File: src/cqf_pkg.sv
// shared constants, types and the coefficient index decoder for the 3x3 conv core
// no dependencies
`default_nettype none

package cqf_pkg;

    localparam int IMG_SIZE_DEF = 28;
    localparam int NUM_FILTERS  = 8;
    localparam int DATA_W       = 16;
    localparam int KSIZE        = 3;
    localparam int TAPS         = KSIZE * KSIZE;
    localparam int NUM_WEIGHTS  = NUM_FILTERS * TAPS;
    localparam int NUM_COEFS    = NUM_WEIGHTS + NUM_FILTERS;
    localparam int IDX_W        = 7;
    localparam int FID_W        = 3;
    localparam int TAP_W        = 4;
    localparam int POS_W        = 5;
    localparam int SHIFT_W      = 4;
    localparam int PROD_W       = 2 * DATA_W;
    localparam int SUM3_W       = PROD_W + 2;
    localparam int SUM_W        = PROD_W + 4;
    localparam int QUEUE_DEPTH  = 4;
    localparam int QPTR_W       = $clog2(QUEUE_DEPTH);
    localparam int QCNT_W       = $clog2(QUEUE_DEPTH + 1);
    localparam int APB_ADDR_W   = 3;
    localparam int APB_DATA_W   = 32;

    localparam logic [SHIFT_W-1:0] FRAC_SHIFT_RST = SHIFT_W'(8);
    localparam logic               REG_FRAC_SHIFT = 1'b0;

    typedef enum logic {
        FUNC_COEF  = 1'b0,
        FUNC_PIXEL = 1'b1
    } func_t;

    typedef logic signed [DATA_W-1:0] sample_t;
    typedef sample_t [TAPS-1:0] window_t;

    typedef struct packed {
        window_t          win;
        logic [POS_W-1:0] row;
        logic [POS_W-1:0] col;
        logic             last_px;
    } job_t;

    typedef struct packed {
        logic             is_weight;
        logic             is_bias;
        logic [FID_W-1:0] filt;
        logic [TAP_W-1:0] tap;
    } coef_dec_t;

    typedef struct packed {
        logic             we_weight;
        logic             we_bias;
        logic [FID_W-1:0] filt;
        logic [TAP_W-1:0] tap;
        sample_t          value;
    } coef_wr_t;

    typedef struct packed {
        logic [QCNT_W-1:0] count;
        logic              empty;
    } q_stat_t;

    typedef struct packed {
        logic idle;
    } back_stat_t;

    // weight index f*9+t splits into filter and tap, biases follow the weights
    function automatic coef_dec_t coef_decode(logic [IDX_W-1:0] idx);
        coef_dec_t d;
        d = '0;
        if (idx >= IDX_W'(NUM_WEIGHTS))
        begin
            if (idx < IDX_W'(NUM_COEFS))
            begin
                d.is_bias = 1'b1;
                d.filt    = FID_W'(idx - IDX_W'(NUM_WEIGHTS));
            end
        end
        else
        begin
            d.is_weight = 1'b1;
            for (int f = 0; f < NUM_FILTERS; f++)
            begin
                if (idx >= IDX_W'(f * TAPS))
                begin
                    d.filt = FID_W'(f);
                    d.tap  = TAP_W'(idx - IDX_W'(f * TAPS));
                end
            end
        end
        return d;
    endfunction

endpackage

`default_nettype wire

File: src/cqf_queue.sv
// short window queue between the front and back parts
// depends on cqf_pkg
`default_nettype none

module cqf_queue import cqf_pkg::*; (
    input  logic    clk,
    input  logic    rst_n,
    input  logic    push,
    input  job_t    push_job,
    input  logic    pop,
    output job_t    head_job,
    output q_stat_t q_stat
);

    job_t              slot_reg [QUEUE_DEPTH];
    logic [QPTR_W-1:0] wr_ptr_reg;
    logic [QPTR_W-1:0] rd_ptr_reg;
    logic [QCNT_W-1:0] count_reg;
    logic [QCNT_W-1:0] count_next;

    always_comb
    begin
        count_next = count_reg;
        if (push && !pop)
        begin
            count_next = count_reg + 1'b1;
        end
        else if (pop && !push)
        begin
            count_next = count_reg - 1'b1;
        end
    end

    always_ff @(posedge clk or negedge rst_n)
    begin
        if (!rst_n)
        begin
            wr_ptr_reg <= '0;
            rd_ptr_reg <= '0;
            count_reg  <= '0;
        end
        else
        begin
            if (push)
            begin
                wr_ptr_reg <= wr_ptr_reg + 1'b1;
            end
            if (pop)
            begin
                rd_ptr_reg <= rd_ptr_reg + 1'b1;
            end
            count_reg <= count_next;
        end
    end

    always_ff @(posedge clk)
    begin
        if (push)
        begin
            slot_reg[wr_ptr_reg] <= push_job;
        end
    end

    assign head_job     = slot_reg[rd_ptr_reg];
    assign q_stat.count = count_reg;
    assign q_stat.empty = (count_reg == '0);

endmodule

`default_nettype wire

File: config.mk
export PLATFORM = sky130hd
export DESIGN_NAME = cqf_queue
export DESIGN_NICKNAME = d
export VERILOG_FILES = /design/src/cqf_pkg.sv /design/src/cqf_queue.sv
export SDC_FILE = /design/constraint.sdc
export NUM_CORES = 1
export LEC_CHECK = 0
export BUFFER_PORTS_ARGS = -buffer_cell sky130_fd_sc_hd__buf_2
export CAP_MARGIN = 20
export CORE_MARGIN = 5
export CORE_UTILIZATION = 61
export DETAILED_ROUTE_END_ITERATION = 6
export PLACE_DENSITY = 0.95
export SLEW_MARGIN = 20
export SYNTH_ARGS = -nofsm -noshare
export SYNTH_HDL_FRONTEND = slang
export SYNTH_SLANG_ARGS = --single-unit
File: constraint.sdc
create_clock -name clk -period 10.85 [get_ports clk]
set_input_delay 3.255 -clock clk [delete_from_list [all_inputs] [get_ports clk]]
set_output_delay 3.255 -clock clk [all_outputs]
set_load 0.05 [all_outputs]
# After elaboration in Yosys (flattened, before gate mapping)
# Memory sizes are Yosys's and may differ from the RTL's.
# Cells that the tools add are included.
dict set report op_classes {
  reduce_logical 6
  addsub 4
  muxes 4
}
# cell count
set ops {}
lappend ops {{3-bit 2-to-1 mux} 2}
lappend ops {{2-bit by 1-bit adder with 2-bit output, second input constant} 2}
lappend ops {{3-bit by 1-bit adder with 3-bit output, second input constant} 1}
lappend ops {{3-bit zero test} 1}
lappend ops {{3-bit by 1-bit subtractor with 3-bit output, second input constant} 1}
lappend ops {{1-bit logical AND} 2}
lappend ops {{1-bit zero test} 2}
lappend ops {{1-bit 2-to-1 mux} 2}
lappend ops {{2-bit nonzero test} 1}
dict set report totals {
  out_inout_bits 159
  elab_cells 18
  register_bits 7
  memories 1
  ramBits 620
  input_bits 159
}
# name depth width read_ports rd_ports_with_merged_regs write_ports line
set memory_table {}
lappend memory_table {slot_reg 4 155 1 0 1 cqf_queue.sv:15} ;# job_t slot_reg [QUEUE_DEPTH];

# Depth between registers and ports, before layout
# Gate-level depths: netlist of run 1.
dict set report depth {
  depth_word 4
  mapped_depth 7
  ltp_nobuf 7
}

# Worst setup path after synthesis of run 1
# Ideal clock, no wire load.
dict set report synth_timing {
  kind {input to register}
  startpoint {in push}
  endpoint {mem slot_reg[2][0] in the netlist's numbering, enable pin}
  arrival_time_ps 6790
  setup_ps 533
  n_path_buf 0
  required_ps 10317
  path_stages 1
  setup_slack_ps 3528
  cell_sequence {and2_1}
}
dict set report synth_via {
  elab_chain_cells 2
}
# item line
set synth_lines {}
lappend synth_lines {{from (decl)} cqf_queue.sv:8} ;# input logic push,
lappend synth_lines {{1-bit 2-to-1 mux} cqf_queue.sv:58} ;# if (push)
lappend synth_lines {{1-bit 2-to-1 mux (implied by the code)} cqf_queue.sv:60} ;# slot_reg[wr_ptr_reg] <= push_job;
lappend synth_lines {{to (decl)} cqf_queue.sv:15}
# No other way between the ends.

==> run metrics, run 1 <==
Leakage Power=9.06 nW; startpoint types=register; initial antenna violation count=13; r2r setup slk=8450 ps; DP Cell Count=1606; Setup CP Type=reg -> out; worst endpoint required time=7600 ps; routed vias/inst=6.02; Slew HR=26.2%; Routed Antenna Nets=0; overall routing resource usage=22.8%; global-route wire length before repair=69600 um; Fmax=153 MHz; power share of the combinational group=38.1%; Hold/Removal Path Class=reg -> reg; HP Start=count_reg[2]$_DFFE_PN0P_; Routed WL=47000 um; fin area=0.0266 mm^2; warnings from Yosys=0; number of global-route vias before repair=11.2k; switching pwr=3.30 mW; hold_buf cts=0; Netlist Area Pre-Place=0.0228 mm^2; R2R cell count=4; H-tree levels=2; CP Data Arrival Time=3300 ps; Overall Power=8.45 mW; worst-path maximum fanout=46; worst path bufs/invs=2; Yosys reg bits=627; Reg power frac=39.8%; Slowest-stage cell, CP=dfrtp_4; Worst setup EP type=primary output; Reg clk slew, reported paths=60 ps; drt first pass iters=5; die width=203 um; Finished Layout Cells=1722; Nets=1362; P&R area growth vs syn=16.4%; Initial Util=62.0%; FP Rows=70; clock latency on the worst-skew pair=590 ps; crit-path leading delay family=buffers and inverters; ordered cell list for the critical path=buf_4 > mux4_2 > buf_2; total grt overflow=0; max_cap viols=0; sequential-to-total area share from yosys stat=82.4%; CP peak stage delay=940 ps; Reg-to-Reg Start=wr_ptr_reg[1]$_DFFE_PN0P_; Hold Vio Cnt, Final=0; port bufs=317; P per Cell Area=318 mW/mm^2; Pint=5.15 mW; post-CTS setup buffers=0; switching part of the total=39.1%; setup TNS=0 ps; Syn Inst Count=843; Worst Max-Slew Pin Slew=1110 ps; Worst path depth=3; status=finished clean; max reg flops=620; CTS Sinks=627; die area=0.0414 mm^2; vias=10.4k; DRC violations left=0; routed len/inst=27.3 um; PostCTS Resize Cnt=0; Setup-failing EPs final=0; fin crit share=60.4%; Slew Limit Fails=0; crit path time final=6550 ps; maximum buffer depth of the clock tree=3; skew final=19.6 ps; Die Y=203 um; distinct cell type count after synthesis=19; RSZ-0062 raised after global routing=false; syn_area_per_cell=27.1 um^2; Critical R2R Capture=slot_reg[1][137]$_DFFE_PP_; post-DP HPWL=27900 um; CTS root buf=clkbuf_16; Placer Congestion=0.726; Num CTS Buffers=57; I/O pin count=318; maximum vdd ir drop=0.000264 V; critical path endpoint=head_job[148]; placed instance area=0.0248 mm^2; CTS tree=yes; Critical Path Start=rd_ptr_reg[0]$_DFFE_PN0P_; share of layout cells above drive strength 1=45.9%; clock share of power=22.1%; post-synth net total=1008; Core ar.=0.0368 mm^2; fin util=72.2%; largest net degree at the start of global routing=72; initial drt markers=881
==> routing by layer <==
metal  share of wire, %  routed length [um]  GRT usage (%)  up-vias
li1                   -                   -              -     4393
met1                 36               16900           29.3     5383
met2                 53               24800           38.5      485
met3                8.4                3930           6.17       83
met4                2.6                1220           7.59       14
met5               0.21                  98              0        -
==> final cells by class <==
type,instances,area (um^2)
sequential,627,18800
multi-input combinational,177,3690
antenna,9,22.5
clock inverter,26,184
clock buffer,81,1570
fill,2006,10200
inverter,4,15.0
tap,468,586
timing repair buffer,330,1680
==> cell families (layout without fill, tap and decap cells) <==
kind of cell	Yosys count	in the layout	synth area share [%]
DFF	627	627	82.4
muxes	156	156	15.4
buffers and inverters	39	441	1.46
and+or+nand+nor	8	8	0.181
adders and majority gates	6	6	0.362
xor gates and xnor gates	6	6	0.230
AOI/OAI and AO/OA	1	1	0.0219
other	0	9	0
==> synthesized netlist by cell type <==
cell / count / area (um^2)
fa_1: 1 / 20.0
buf_8: 10 / 150
mux4_2: 155 / 3490
edfxtp_1: 620 / 18600
and2_1: 4 / 25.0
nand2_1: 2 / 7.51
dfrtp_1: 7 / 175
ha_1: 5 / 62.6
inv_1: 4 / 15.0
buf_12: 1 / 20.0
xnor2_1: 2 / 17.5
buf_2: 17 / 85.1
clkbuf_1: 2 / 7.51
xor2_1: 4 / 35.0
nor2_1: 1 / 3.75
o21ai_0: 1 / 5.00
buf_6: 5 / 56.3
mux2_2: 1 / 11.3
nor3_1: 1 / 5.00
==> layout by cell type, fill, tap and decap left out, types with 4 or more instances in the layout <==
cell and n:
edfxtp_1 620, buf_2 317, mux4_2 155, clkbuf_16 59, clkbuf_1 21, clkinv_2 15
buf_4 13, diode_2 9, clkinv_1 6, ha_1 5, dfrtp_1 5, inv_1 4
and2_4 4, xor2_1 4
==> power by group through the flow <==
stage / sequential, mW / combinational (mW) / clock [mW]
after detailed placement: 3.40 / 3.24 / 0
final: 3.36 / 3.22 / 1.87
after floorplan: 3.37 / 2.62 / 0
after CTS: 3.37 / 3.27 / 1.91
after global routing: 3.40 / 3.36 / 2.02
after global placement: 3.36 / 3.20 / 0
==> how the worst min path moves through the flow <==
stage | endpoint | slack, ps | cells after the start
after CTS | count_reg[2]$_DFFE_PN0P_ | 510 | 1
after floorplan | wr_ptr_reg[0]$_DFFE_PN0P_ | 490 | 1
after detailed placement | count_reg[2]$_DFFE_PN0P_ | 480 | 1
after global placement | count_reg[2]$_DFFE_PN0P_ | 470 | 1
final | count_reg[2]$_DFFE_PN0P_ | 510 | 1
after global routing | count_reg[2]$_DFFE_PN0P_ | 540 | 1
==> per-stage QoR <==
step           setup WS (ps)  hold WS, ps
6_report                4300          514
5_1_grt                 3960          545
4_1_cts                 4160          512
3_5_place_dp            4820          475
3_3_place_gp            4840          473
2_1_floorplan           3530          491
No activity file was read; power rests on OpenSTA's default activity.
==> run 2: changes to the inputs <==
--- a/config.mk
+++ b/config.mk
@@ -8,9 +8,9 @@
 export BUFFER_PORTS_ARGS = -buffer_cell sky130_fd_sc_hd__buf_2
 export CAP_MARGIN = 20
 export CORE_MARGIN = 5
-export CORE_UTILIZATION = 61
+export CORE_UTILIZATION = 51
 export DETAILED_ROUTE_END_ITERATION = 6
-export PLACE_DENSITY = 0.95
+export PLACE_DENSITY = 0.86
 export SLEW_MARGIN = 20
 export SYNTH_ARGS = -nofsm -noshare
 export SYNTH_HDL_FRONTEND = slang
==> constraint.sdc (replaced) <==
create_clock -name clk -period 5.5 [get_ports clk]
set_input_delay 1.65 -clock clk [delete_from_list [all_inputs] [get_ports clk]]
set_output_delay 1.65 -clock clk [all_outputs]
set_load 0.05 [all_outputs]
==> run 2 against run 1 <==
First-iteration DRC count is 1.7% lower. Clock skew is 2.4 ps higher. Global-route usage is 4.1 points lower. Critical path type unchanged. Via count is 0.98% lower. Total power is 100% higher. Register-to-register slack worse by 5300 ps. Critical path depth stayed put. Count of clock-buffer cells in the layout is 6 lower. Flip-flop and latch count stayed put.
==> run metrics, run 2 (synthesis gave the netlist of run 1 again) <==
status=finished clean (unchanged); drt first pass iters=4 (was 5); P&R area growth vs syn=18.5% (was 16.4%); DRC violations left=0 (unchanged); worst-path maximum fanout=35 (was 46); Num CTS Buffers=58 (was 57); CTS Sinks=627 (unchanged); Finished Layout Cells=1848 (was 1722); Worst Max-Slew Pin Slew=906 ps (was 1110 ps); CTS tree=yes (unchanged); global-route wire length before repair=69700 um (was 69600 um); Setup CP Type=reg -> out (unchanged); maximum buffer depth of the clock tree=3 (unchanged); number of global-route vias before repair=11.1k (was 11.2k); CP Data Arrival Time=2810 ps (was 3300 ps); Reg-to-Reg Start=wr_ptr_reg[0]$_DFFE_PN0P_ (was wr_ptr_reg[1]$_DFFE_PN0P_); P per Cell Area=630 mW/mm^2 (was 318 mW/mm^2); most common cell after layout, fill and taps aside=edfxtp_1 (unchanged); clock share of power=23.5% (was 22.1%); ordered cell list for the critical path=buf_4 > mux4_2 > buf_2 (unchanged); fin crit share=81.2%; clock latency on the worst-skew pair=600 ps (was 590 ps); H-tree levels=2 (unchanged); DP Cell Count=1737 (was 1606); Pint=10.5 mW (was 5.15 mW); CP peak stage delay=930 ps (was 940 ps); Core ar.=0.0442 mm^2 (was 0.0368 mm^2); fin util=61.1% (was 72.2%); worst endpoint required time=3850 ps (was 7600 ps); Critical Path Start=rd_ptr_reg[0]$_DFFE_PN0P_ (unchanged); startpoint types=register (unchanged); worst path bufs/invs=2 (unchanged); initial antenna violation count=8 (was 13); Reg clk slew, reported paths=60 ps (about the same); most frequent cells in the layout=edfxtp_1 (620), buf_2 (317), mux4_2 (155) (unchanged); Slew Limit Fails=0 (unchanged); post-CTS setup buffers=0 (unchanged); hold_buf cts=0 (unchanged); Hold/Removal Path Class=reg -> reg (unchanged); max reg flops=620 (unchanged); vias=10.3k (was 10.4k); Routed Antenna Nets=0 (unchanged); WHS=513 ps (was 514 ps); Routed WL=46100 um (was 47000 um); PostCTS Resize Cnt=0 (unchanged); port bufs=317 (unchanged); Placer Congestion=0.749 (was 0.726); FP Rows=77 (was 70); Initial Util=51.6% (was 62.0%); Nets=1370 (was 1362); Leakage Power=9.20 nW (was 9.06 nW); Setup-failing EPs final=0 (unchanged); setup TNS=0 ps (unchanged); Slew HR=39.6% (was 26.2%); die width=221 um (was 203 um); Reg power frac=38.4% (was 39.8%); Overall Power=17.0 mW (was 8.45 mW); switching part of the total=38.3% (was 39.1%); overall routing resource usage=18.7% (was 22.8%); initial drt markers=866 (was 881); Die Y=221 um (was 203 um); power share of the combinational group=38.1% (about the same); Fmax=224 MHz; # fillers=2930 (was 2006); largest net degree at the start of global routing=130 (was 72); switching pwr=6.54 mW (was 3.30 mW); maximum vdd ir drop=0.000741 V (was 0.000264 V); I/O pin count=318 (unchanged); RSZ-0062 raised after global routing=false (unchanged); Slowest-stage cell, CP=dfrtp_4 (unchanged); share of layout cells above drive strength 1=46.6% (was 45.9%); die area=0.0491 mm^2 (was 0.0414 mm^2); skew final=22.0 ps (was 19.6 ps); CTS root buf=clkbuf_16 (unchanged); Hold Vio Cnt, Final=0 (unchanged); routed len/inst=24.9 um (was 27.3 um); Worst setup EP type=primary output (unchanged); max_cap viols=0 (unchanged); HP Start=count_reg[2]$_DFFE_PN0P_ (unchanged); total grt overflow=0 (unchanged); routed vias/inst=5.55 (was 6.02); crit path time final=4460 ps; post-DP HPWL=27300 um (was 27900 um); crit-path leading delay family=flip-flops (was buffers and inverters)
-- run 2: changes by cell type in the layout (fill, tap and decap cells not counted) --
cell,previous run,this run
clkinvlp_4,0,2
diode_2,9,6
clkinv_2,15,10
clkbuf_1,21,12
clkinv_1,6,9
clkinv_4,1,2
inv_6,2,0
clkbuf_8,1,2
buf_12,0,9
buf_4,13,11
clkbuf_16,59,61
bufinv_16,2,7
-- run 2: worst reg2reg max path, stage by stage, from the launching register on --
cell	delay, ps
dfrtp_1	420
inv_1	100
ha_1	160
and2_4	720
buf_4	550
-- run 2: path summary, 6_finish.rpt --
path / slack, ps / cells after the start / endpoint
min reg2reg: 510 / 1 / count_reg[2]$_DFFE_PN0P_
max in group asynchronous: 4420 / 1 / rd_ptr_reg[0]$_DFFE_PN0P_
max: 1040 / 3 / head_job[115]
min in group asynchronous: 880 / 1 / count_reg[1]$_DFFE_PN0P_
max reg2reg: 3160 / 4 / slot_reg[2][89]$_DFFE_PP_
min: 510 / 1 / count_reg[2]$_DFFE_PN0P_
-- run 2: cell type report --
cell class              count  area [um^2]  area share [%]
diodes                      6         15.0          0.0555
clock buffers              75         1600            5.91
clock inverters            30          327            1.21
inverters                   4         15.0          0.0555
multi-input cells         177         3690            13.7
flip-flops and latches    627        18800            69.5
well taps                 592          741            2.74
repair buffers            337         1850            6.84
-- run 2: power groups by stage --
stage / Combinational, mW / Sequential [mW] / Clock (mW)
6_report: 6.49 / 6.55 / 4.01
5_1_grt: 6.78 / 6.62 / 4.33
4_1_cts: 6.60 / 6.56 / 4.10
3_5_place_dp: 6.56 / 6.64 / 0
3_3_place_gp: 6.52 / 6.57 / 0
2_1_floorplan: 5.18 / 6.56 / 0
-- run 2: stage by stage --
stage               cell area, um^2  setup WS, ps
floorplan                     22800          1490
global placement              25100          1600
detailed placement            25100          1560
CTS                           27000           886
global route                  27000           798
finish                        27000          1040
-- run 2: layer usage --
metal	global-route usage, %	vias up	share of wire [%]
met5	0	-	0.10
met4	5.79	6	2.3
met3	5.05	83	8.4
met2	31.5	464	52
met1	24.2	5297	37
li1	-	4406	-
