==> config.mk <==
export PLATFORM = sky130hd
export DESIGN_NAME = cqf_front_flat
export DESIGN_NICKNAME = d
export VERILOG_FILES = /design/src/cqf_pkg.sv /design/src/cqf_if.sv /design/src/cqf_ram.sv /design/src/cqf_front.sv /design/src/flat_wrapper.sv
export SDC_FILE = /design/constraint.sdc
export NUM_CORES = 1
export LEC_CHECK = 0
export ABC_AREA = 1
export BUFFER_PORTS_ARGS = -buffer_cell sky130_fd_sc_hd__buf_2
export CAP_MARGIN = 40
export CORE_MARGIN = 5
export CORE_UTILIZATION = 29
export CTS_BUF_LIST = sky130_fd_sc_hd__clkbuf_4 sky130_fd_sc_hd__clkbuf_8
export CTS_CLUSTER_DIAMETER = 80
export DETAILED_ROUTE_END_ITERATION = 6
export PLACE_DENSITY_LB_ADDON = 0.08
export SLEW_MARGIN = 20
export SYNTH_ARGS = -nofsm -noshare
export SYNTH_HDL_FRONTEND = slang
export SYNTH_SLANG_ARGS = --single-unit
==> constraint.sdc <==
create_clock -name clk -period 8.1 [get_ports clk]
set_input_delay 2.025 -clock clk [delete_from_list [all_inputs] [get_ports clk]]
set_output_delay 2.025 -clock clk [all_outputs]
set_load 0.005 [all_outputs]
==> src/cqf_pkg.sv <==
// shared constants, types and the coefficient index decoder for the 3x3 conv core
// no dependencies
`default_nettype none

package cqf_pkg;

    localparam int IMG_SIZE_DEF = 28;
    localparam int NUM_FILTERS  = 8;
    localparam int DATA_W       = 16;
    localparam int KSIZE        = 3;
    localparam int TAPS         = KSIZE * KSIZE;
    localparam int NUM_WEIGHTS  = NUM_FILTERS * TAPS;
    localparam int NUM_COEFS    = NUM_WEIGHTS + NUM_FILTERS;
    localparam int IDX_W        = 7;
    localparam int FID_W        = 3;
    localparam int TAP_W        = 4;
    localparam int POS_W        = 5;
    localparam int SHIFT_W      = 4;
    localparam int PROD_W       = 2 * DATA_W;
    localparam int SUM3_W       = PROD_W + 2;
    localparam int SUM_W        = PROD_W + 4;
    localparam int QUEUE_DEPTH  = 4;
    localparam int QPTR_W       = $clog2(QUEUE_DEPTH);
    localparam int QCNT_W       = $clog2(QUEUE_DEPTH + 1);
    localparam int APB_ADDR_W   = 3;
    localparam int APB_DATA_W   = 32;

    localparam logic [SHIFT_W-1:0] FRAC_SHIFT_RST = SHIFT_W'(8);
    localparam logic               REG_FRAC_SHIFT = 1'b0;

    typedef enum logic {
        FUNC_COEF  = 1'b0,
        FUNC_PIXEL = 1'b1
    } func_t;

    typedef logic signed [DATA_W-1:0] sample_t;
    typedef sample_t [TAPS-1:0] window_t;

    typedef struct packed {
        window_t          win;
        logic [POS_W-1:0] row;
        logic [POS_W-1:0] col;
        logic             last_px;
    } job_t;

    typedef struct packed {
        logic             is_weight;
        logic             is_bias;
        logic [FID_W-1:0] filt;
        logic [TAP_W-1:0] tap;
    } coef_dec_t;

    typedef struct packed {
        logic             we_weight;
        logic             we_bias;
        logic [FID_W-1:0] filt;
        logic [TAP_W-1:0] tap;
        sample_t          value;
    } coef_wr_t;

    typedef struct packed {
        logic [QCNT_W-1:0] count;
        logic              empty;
    } q_stat_t;

    typedef struct packed {
        logic idle;
    } back_stat_t;

    // weight index f*9+t splits into filter and tap, biases follow the weights
    function automatic coef_dec_t coef_decode(logic [IDX_W-1:0] idx);
        coef_dec_t d;
        d = '0;
        if (idx >= IDX_W'(NUM_WEIGHTS))
        begin
            if (idx < IDX_W'(NUM_COEFS))
            begin
                d.is_bias = 1'b1;
                d.filt    = FID_W'(idx - IDX_W'(NUM_WEIGHTS));
            end
        end
        else
        begin
            d.is_weight = 1'b1;
            for (int f = 0; f < NUM_FILTERS; f++)
            begin
                if (idx >= IDX_W'(f * TAPS))
                begin
                    d.filt = FID_W'(f);
                    d.tap  = TAP_W'(idx - IDX_W'(f * TAPS));
                end
            end
        end
        return d;
    endfunction

endpackage

`default_nettype wire

==> src/cqf_if.sv <==
// request channel interfaces: item input and result output of the conv core
// depends on cqf_pkg
`default_nettype none

interface cqf_in_if import cqf_pkg::*; ();
    logic             valid;
    logic             ready;
    logic             func;
    logic [IDX_W-1:0] coef_index;
    sample_t          coef_value;
    sample_t          pixel;

    modport source (output valid, output func, output coef_index, output coef_value,
                    output pixel, input ready);
    modport sink   (input valid, input func, input coef_index, input coef_value,
                    input pixel, output ready);
endinterface


`default_nettype wire

==> src/cqf_ram.sv <==
// generic simple dual-port ram, one write and one registered read port
// no dependencies
`default_nettype none

module cqf_ram #(
    parameter int WIDTH = 16,
    parameter int DEPTH = 8
) (
    input  logic                                          clk,
    input  logic                                          we,
    input  logic [((DEPTH > 1) ? $clog2(DEPTH) : 1)-1:0]  waddr,
    input  logic [WIDTH-1:0]                              wdata,
    input  logic                                          re,
    input  logic [((DEPTH > 1) ? $clog2(DEPTH) : 1)-1:0]  raddr,
    output logic [WIDTH-1:0]                              rdata
);

    logic [WIDTH-1:0] mem [DEPTH];

    always_ff @(posedge clk)
    begin
        if (we)
        begin
            mem[waddr] <= wdata;
        end
        if (re)
        begin
            rdata <= mem[raddr];
        end
    end

endmodule

`default_nettype wire

==> src/cqf_front.sv <==
// front part: accepts requests, tracks raster position, keeps line store and window,
// issues coefficient writes and queues complete windows; depends on cqf_pkg, cqf_if, cqf_ram
`default_nettype none

module cqf_front import cqf_pkg::*; #(
    parameter int IMG_SIZE = IMG_SIZE_DEF
) (
    input  logic       clk,
    input  logic       rst_n,
    cqf_in_if.sink     items,
    input  q_stat_t    q_stat,
    input  back_stat_t b_stat,
    output logic       push,
    output job_t       push_job,
    output coef_wr_t   coef_wr
);

    localparam int CNT_W = $clog2(IMG_SIZE);
    localparam int PW    = (CNT_W > POS_W) ? CNT_W : POS_W;
    localparam logic [CNT_W-1:0] LAST_POS = CNT_W'(IMG_SIZE - 1);
    localparam logic [CNT_W-1:0] FIRST_FULL = CNT_W'(KSIZE - 1);

    logic [CNT_W-1:0]  row_reg;
    logic [CNT_W-1:0]  col_reg;
    logic              p1_valid_reg;
    logic              p1_pixel_reg;
    sample_t           p1_px_reg;
    logic [CNT_W-1:0]  p1_row_reg;
    logic [CNT_W-1:0]  p1_col_reg;
    logic [IDX_W-1:0]  p1_idx_reg;
    sample_t           p1_value_reg;
    window_t           win_reg;
    window_t           win_next;
    logic [2*DATA_W-1:0] line_rd;
    logic [QCNT_W:0]   occupancy;
    logic              room;
    logic              drained;
    logic              accept;
    logic              is_pixel;
    logic              p1_is_px;
    logic [PW-1:0]     row_off;
    logic [PW-1:0]     col_off;
    coef_dec_t         dec;

    assign is_pixel  = (items.func == FUNC_PIXEL);
    assign occupancy = {1'b0, q_stat.count} + (QCNT_W + 1)'(p1_valid_reg);
    assign room      = (occupancy < (QCNT_W + 1)'(QUEUE_DEPTH));
    // coefficients may only change once every queued window has been used
    assign drained   = q_stat.empty && !p1_valid_reg && b_stat.idle;
    assign items.ready = is_pixel ? room : drained;
    assign accept    = items.valid && items.ready;
    assign p1_is_px  = p1_valid_reg && p1_pixel_reg;

    always_ff @(posedge clk or negedge rst_n)
    begin
        if (!rst_n)
        begin
            row_reg      <= '0;
            col_reg      <= '0;
            p1_valid_reg <= 1'b0;
        end
        else
        begin
            p1_valid_reg <= accept;
            if (accept && is_pixel)
            begin
                if (col_reg == LAST_POS)
                begin
                    col_reg <= '0;
                    row_reg <= (row_reg == LAST_POS) ? '0 : row_reg + 1'b1;
                end
                else
                begin
                    col_reg <= col_reg + 1'b1;
                end
            end
        end
    end

    always_ff @(posedge clk)
    begin
        if (accept)
        begin
            p1_pixel_reg <= is_pixel;
            p1_px_reg    <= items.pixel;
            p1_row_reg   <= row_reg;
            p1_col_reg   <= col_reg;
            p1_idx_reg   <= items.coef_index;
            p1_value_reg <= items.coef_value;
        end
        if (p1_is_px)
        begin
            win_reg <= win_next;
        end
    end

    // line entry holds the two stored rows, older row in the low half
    cqf_ram #(
        .WIDTH (2 * DATA_W),
        .DEPTH (IMG_SIZE)
    ) u_line_ram (
        .clk   (clk),
        .we    (p1_is_px),
        .waddr (p1_col_reg),
        .wdata ({p1_px_reg, line_rd[2*DATA_W-1:DATA_W]}),
        .re    (accept && is_pixel),
        .raddr (col_reg),
        .rdata (line_rd)
    );

    always_comb
    begin
        win_next = win_reg;
        for (int k = 0; k < KSIZE; k++)
        begin
            win_next[k*KSIZE]     = win_reg[k*KSIZE + 1];
            win_next[k*KSIZE + 1] = win_reg[k*KSIZE + 2];
        end
        win_next[KSIZE-1]   = line_rd[DATA_W-1:0];
        win_next[2*KSIZE-1] = line_rd[2*DATA_W-1:DATA_W];
        win_next[TAPS-1]    = p1_px_reg;
    end

    assign row_off = PW'(p1_row_reg) - PW'(KSIZE - 1);
    assign col_off = PW'(p1_col_reg) - PW'(KSIZE - 1);

    assign push = p1_is_px && (p1_row_reg >= FIRST_FULL) && (p1_col_reg >= FIRST_FULL);
    assign push_job.win     = win_next;
    assign push_job.row     = row_off[POS_W-1:0];
    assign push_job.col     = col_off[POS_W-1:0];
    assign push_job.last_px = (p1_row_reg == LAST_POS) && (p1_col_reg == LAST_POS);

    assign dec = coef_decode(p1_idx_reg);
    assign coef_wr.we_weight = p1_valid_reg && !p1_pixel_reg && dec.is_weight;
    assign coef_wr.we_bias   = p1_valid_reg && !p1_pixel_reg && dec.is_bias;
    assign coef_wr.filt      = dec.filt;
    assign coef_wr.tap       = dec.tap;
    assign coef_wr.value     = p1_value_reg;

endmodule

`default_nettype wire

==> src/flat_wrapper.sv <==
// flat-port wrapper written by rule: the top's interface ports become plain ports
module cqf_front_flat import cqf_pkg::*;
#(
    parameter int IMG_SIZE = IMG_SIZE_DEF
)
  (clk, rst_n, q_stat, b_stat, push, push_job, coef_wr, items_valid, items_func, items_coef_index, items_coef_value, items_pixel, items_ready);
  cqf_in_if items_i ();
  input  logic clk;
  input  logic rst_n;
  input  q_stat_t q_stat;
  input  back_stat_t b_stat;
  output logic push;
  output job_t push_job;
  output coef_wr_t coef_wr;
  input wire logic [$bits(items_i.valid)-1:0] items_valid;
  input wire logic [$bits(items_i.func)-1:0] items_func;
  input wire logic [$bits(items_i.coef_index)-1:0] items_coef_index;
  input wire logic [$bits(items_i.coef_value)-1:0] items_coef_value;
  input wire logic [$bits(items_i.pixel)-1:0] items_pixel;
  output wire logic [$bits(items_i.ready)-1:0] items_ready;
  assign items_i.valid = items_valid;
  assign items_i.func = items_func;
  assign items_i.coef_index = items_coef_index;
  assign items_i.coef_value = items_coef_value;
  assign items_i.pixel = items_pixel;
  assign items_ready = items_i.ready;
  cqf_front #(.IMG_SIZE(IMG_SIZE)) u_core (.clk(clk), .rst_n(rst_n), .items(items_i), .q_stat(q_stat), .b_stat(b_stat), .push(push), .push_job(push_job), .coef_wr(coef_wr));
endmodule
Word level (Yosys, flattened, before mapping)
Memories as Yosys holds them, arrays and structs flattened. A register that Yosys moved wholly into a read port is not among the register bits.
Index checks and enable logic that the tools add are counted.
{"block": "op_classes", "order_cmp": 13, "n_mux": 18, "eq_ne": 4, "add_sub_neg": 13, "n_reduce_logical": 14}
{"operator": "7-bit by 6-bit greater-or-equal comparator with 1-bit output (second input constant)", "count": 4}
{"operator": "7-bit 2-to-1 mux", "count": 4}
{"operator": "5-bit == test (second input constant)", "count": 4}
{"operator": "4-bit subtractor (second input constant)", "count": 4}
{"operator": "5-bit 2-to-1 mux", "count": 3}
{"operator": "7-bit by 5-bit greater-or-equal comparator with 1-bit output (second input constant)", "count": 2}
{"operator": "4-bit 2-to-1 mux", "count": 3}
{"operator": "6-bit 2-to-1 mux", "count": 2}
{"operator": "1-bit logical AND", "count": 11}
{"operator": "5-bit by 1-bit adder with 5-bit output (second input constant)", "count": 2}
{"operator": "5-bit by 2-bit greater-or-equal comparator with 1-bit output (second input constant)", "count": 2}
{"operator": "5-bit by 2-bit subtractor with 5-bit output (second input constant)", "count": 2}
{"operator": "4-bit by 3-bit subtractor with 4-bit output (second input constant)", "count": 2}
{"operator": "7-bit by 1-bit greater-or-equal comparator with 1-bit output (second input constant)", "count": 1}
{"operator": "7-bit by 4-bit greater-or-equal comparator with 1-bit output (second input constant)", "count": 1}
{"operator": "7-bit greater-or-equal comparator (second input constant)", "count": 1}
{"operator": "7-bit < comparator (second input constant)", "count": 1}
{"operator": "1-bit 2-to-1 mux", "count": 5}
{"operator": "3-bit by 1-bit adder with 4-bit output", "count": 1}
{"operator": "4-bit by 3-bit < comparator with 1-bit output (second input constant)", "count": 1}
{"operator": "4-bit by 2-bit subtractor with 4-bit output (second input constant)", "count": 1}
{"operator": "3-bit 2-to-1 mux", "count": 1}
{"operator": "3-bit by 1-bit subtractor with 3-bit output (second input constant)", "count": 1}
{"operator": "1-bit zero test", "count": 2}
{"operator": "2-bit AND reduction", "count": 1}
{"block": "totals", "n_memories": 1, "inputBits": 48, "elab_cells": 78, "ramBits": 896, "output_inout_bits": 182, "reg_bits": 157}
{"memory": "u_core.u_line_ram.mem", "depth": 28, "word_bits": 32, "read_ports": 1, "rd_ports_with_merged_regs": 1, "write_ports": 1, "line_no": "cqf_ram.sv:18", "text": "logic [WIDTH-1:0] mem [DEPTH];"}

Depth between registers and ports, before layout
{"block": "logic_depth", "ltp_word": 10, "depth_mapped": 16, "mapped_depth_nobuf": 16}

Hierarchy
From an unflattened synthesis, not the netlist that was laid out.
{"block": "unflattened", "hier_cells": 3757, "area_unflattened_um2": 44134.8}
{"mod": "cqf_ram", "area_per_inst_um2": 38214.2, "seq_area_each_um2": 27866.7, "cells_each": 3371, "n_inst": 1}
{"mod": "cqf_front", "area_per_inst_um2": 5920.7, "seq_area_each_um2": 4659.5, "cells_each": 386, "n_inst": 1}

Worst setup path after synthesis
OpenSTA, ideal clock, no wires.
{"block": "synth_path", "path_kind": "input -> register", "start": "input port q_stat[2] (netlist name)", "end": "register u_core.p1_col_reg[0], enable pin", "required_ps": 7563, "slack_ps": 1633, "cell_stages": 3, "path_buffers": 0, "setup_ps": 537, "arrival_ps": 5930, "path_cell_list": "nand3_1 > nand3_1 > a21boi_0"}
{"block": "synth_between", "elab_chain_len": 4}
{"element": "start, declared", "line_no": "flat_wrapper.sv:10", "text": "input q_stat_t q_stat;"}
{"element": "3-bit by 1-bit adder with 4-bit output", "line_no": "cqf_front.sv:46", "text": "assign occupancy = {1'b0, q_stat.count} + (QCNT_W + 1)'(p1_valid_reg);"}
{"element": "4-bit by 3-bit < comparator with 1-bit output", "line_no": "cqf_front.sv:47", "text": "assign room = (occupancy < (QCNT_W + 1)'(QUEUE_DEPTH));"}
{"element": "1-bit 2-to-1 mux", "line_no": "cqf_front.sv:50", "text": "assign items.ready = is_pixel ? room : drained;"}
{"element": "1-bit logical AND", "line_no": "cqf_front.sv:51", "text": "assign accept = items.valid && items.ready;"}
{"element": "net u_core.accept", "line_no": "cqf_front.sv:38", "text": "logic accept;"}
{"element": "end signal, assigned", "line_no": "cqf_front.sv:87", "text": "p1_col_reg <= col_reg;"}
{"element": "end, declared", "line_no": "cqf_front.sv:29", "text": "logic [CNT_W-1:0] p1_col_reg;"}
The timed path passes the listed nets, and every way through them passes these cells.
A chain may end at the register's enable or synchronous reset.

==> flow_summary.toml <==
[outcome]
outcome = "finished, final reports clean"

[pwr]
combinationalPowerShare = 0.235
powerDensity_nw_per_um2 = 303.9
pwr-share-seq = 0.433
leakage_nw = 16.30
power_frac_clock = 0.332
p_int_mw = 10.05
max-vdd-ir-drop_v = 0.0001921
swShare = 0.3310
p_sw_mw = 4.973

[clock_network]
cts_buffer_depth = 3
cts-hold-fix-buffers = 0
root_buffer = "clkbuf_8"
cts_tree = "yes"
clock_latency_ns = 0.92
cts_buffers = 194
cts_resized = 0
post_cts_buffers = 0
clock_sinks = 1085
cts.htree.levels = 4
clk_pin_slew_ns = 0.06

[global_route]
grt_max_degree = 203
grt_overflow_total = 0
grtUsageTotal = 0.1750
grt_first_pass_wirelength_um = 193200
grt_pass1_vias = 27160
antenna_found_initial = 6

[flow_run]
cap_violations = 0

[synth]
synthTopCellsByArea = "edfxtp_1 77%, o21ai_0 4.9%, nor2_1 4.3%, o22ai_1 2.1%, nand2_1 2.1%"
synth-main-ff-cell = "edfxtp_1"
seq_area_frac_synth = 0.7783
syn-cell-area_sq_um = 41790
yosysWarnings = 0
ys_seq_elements = 1085
async_flop_share = 0.01014
avgSynthCellArea_sq_um = 14.06
synth_edf_count = 1074
synthCells = 2973
syn_nets = 3037
synth.distinct_cells = 35
synth_top_area_frac = 0.7717
yosysTopAreaCell = "edfxtp_1"

[floorplan]
rows = 139
fp.dieW_um = 389.6
die_y_um = 389.6
initial_utilization = 0.2913
die_area_sq_um = 151800
coreArea_sq_um = 143500
io_pins = 230

[worst_setup_path]
cp.depth = 15
cp-start-kind = "register"
cp-startpoint = "u_core.p1_idx_reg[2]"
crit_top_cell = "nand2_1"
cp-end-kind = "primary output"
path_max_fanout = 9
worst_path_largest_cell_delay_ns = 0.55
worstSetupPathType = "register to primary output"
reg2reg_depth = 5
path_delay_family = "simple AND/OR/NAND/NOR gates"
arrival_ns = 3.25
cp_slowest_cell = "edfxtp_1"
cp.required_ns = 6.08
crit_buf_inv = 3
worstPathCellList = "inv_1, ha_1, inv_1, nor2_1, nand3_1, nand2_1, nand2_1, a21oi_1, o21ai_1, nand2_1, nand3_1, nand2_1, nand2_1, nand2_1, buf_2"
r2r_start = "u_core.p1_valid_reg"

[sta]
clock.fmax_mhz = 189.6
setup_violations = 0
worst_slew_pin_slew_ns = 1.087
finalCritPeriodShare = 0.6511
fin_crit_ns = 5.274
slew_headroom = 0.2754
slew_viol_final = 0
hold_viol = 0
final.setup.worst_slack_ns = 2.826
fin_tns_setup_ns = 0
rsz0062_at_grt = "false"
clock_skew_ns = 0.03816

[route]
dr.pass1.iters = 7
wl_met1_um = 58690
wl_met3_um = 6157
routed_wl_um = 135300
route.detailed.drc = 0
maxUsedRoutingLayer = "met5"
drt-initial-drc-count = 2050
routedWlPerCell_um = 25.29
detail-route-antenna-nets = 0
num_vias = 26480
via_per_inst = 4.947
wl_met2_um = 67320

[final_layout]
top_register = "u_core.u_line_ram.mem"
nets = 3370
drive_gt1_frac = 0.1905
area_delta_synth_final_pct = 18.26
largest_reg_flops = 896
fin_cells = 5352
fin_util = 0.3445
final_area_sq_um = 49420

[place]
port_buffers = 229
preCtsSetupSlack_ns = 3.457
place_hpwl_um = 69620
placed_cell_area_sq_um = 45670
dp_cells = 5009
gp_congestion = 0.7449

[worst_hold_path]
hold-path-cell-count = 0
holdCritStartpoint = "u_core.push_job[136]"
hold_class = "register to register"
-- power by group through the flow --
stage	Sequential (mW)	Clock, mW	Combinational, mW
after global placement	6.64	0	3.50
after floorplan	6.59	0	2.21
after global routing	6.52	5.43	3.91
after CTS	6.52	5.17	3.60
after detailed placement	6.64	0	3.58
final	6.51	4.98	3.53
-- routing by layer --
layer	global-route usage	up-vias
li1	-	11850
met1	0.2256	13650
met2	0.3019	747
met3	0.03117	233
met4	0.05120	4
met5	0	-
-- through the flow --
step | hold slack, ns | total power, mW
4_1_cts | 0.4319 | 15.29
6_report | 0.4256 | 15.02
2_1_floorplan | 0.4196 | 8.805
3_3_place_gp | 0.4231 | 10.13
3_5_place_dp | 0.4287 | 10.22
5_1_grt | 0.4451 | 15.86
-- cells in the mapped netlist (2+ instances only) --
cell,count
nor2_1,475
dfrtp_1,11
nand2_1,232
clkbuf_1,97
o21ai_0,409
and3_1,2
nor2_2,3
o221ai_1,71
nand4_1,14
buf_2,51
buf_6,13
o211ai_1,25
edfxtp_1,1074
inv_4,2
buf_1,9
xnor2_1,2
inv_1,63
xor2_1,4
o21ai_1,46
a21oi_1,67
a221o_1,14
ha_1,16
nor3_1,11
nand3_1,93
buf_4,19
inv_2,2
o22ai_1,140
-- cell families after synthesis --
kind of cell	Yosys count	share of synthesized area
AND/OR/NAND/NOR	832	0.07928
adder cells (fa/ha/maj)	16	0.004790
buffers and inverters	257	0.02904
flip-flops	1085	0.7783
XOR/XNOR	6	0.001257
AO/OA/AOI/OAI	777	0.1073
-- cell usage in the layout (no fill, tap or decap), types with 4 or more instances in the layout --
master,instances
clkinv_1,55
a21oi_1,67
nor2_4,28
inv_1,57
o21ai_0,409
buf_16,9
o221ai_1,71
o22ai_1,140
buf_8,5
clkbuf_8,194
inv_6,8
xor2_1,4
ha_1,16
buf_2,229
inv_2,6
buf_4,70
clkbuf_4,55
nand3_1,93
buf_12,14
inv_8,5
edfxtp_1,1074
dfrtp_1,8
o211ai_1,25
clkinv_2,15
nor2_1,447
o21ai_1,46
nand4_1,14
bufinv_16,6
nand2_1,232
a221o_1,14
nor3_1,11
-- worst reg2reg max path: stages (launching register included) --
cell and delay (ns):
dfrtp_1 0.39, nand2_1 0.24, inv_6 0.47, nand3_1 0.70, nor2_4 0.70, buf_4 0.57
-- final timing paths --
check	to	slack, ns
hold reg to reg	u_core.push_job[120]	0.43
setup reg to reg	u_core.u_line_ram.mem[25][26]	4.62
min in group asynchronous	u_core.col_reg[3]	1.02
hold / removal	u_core.push_job[120]	0.43
max in group asynchronous	u_core.col_reg[0]	6.80
setup / recovery	coef_wr[18]	2.83
-- area by class of cell --
class / count / area (sq um)
Sequential cell: 1085 / 32540
Multi-Input combinational cell: 1631 / 8272
Timing Repair Buffer: 327 / 2275
Antenna cell: 1 / 2.502
Clock buffer: 249 / 3083
Tap cell: 1903 / 2381
Inverter: 67 / 275.3
Fill cell: 13890 / 94060
Clock inverter: 89 / 596.8
No activity file was read; power rests on OpenSTA's default activity.
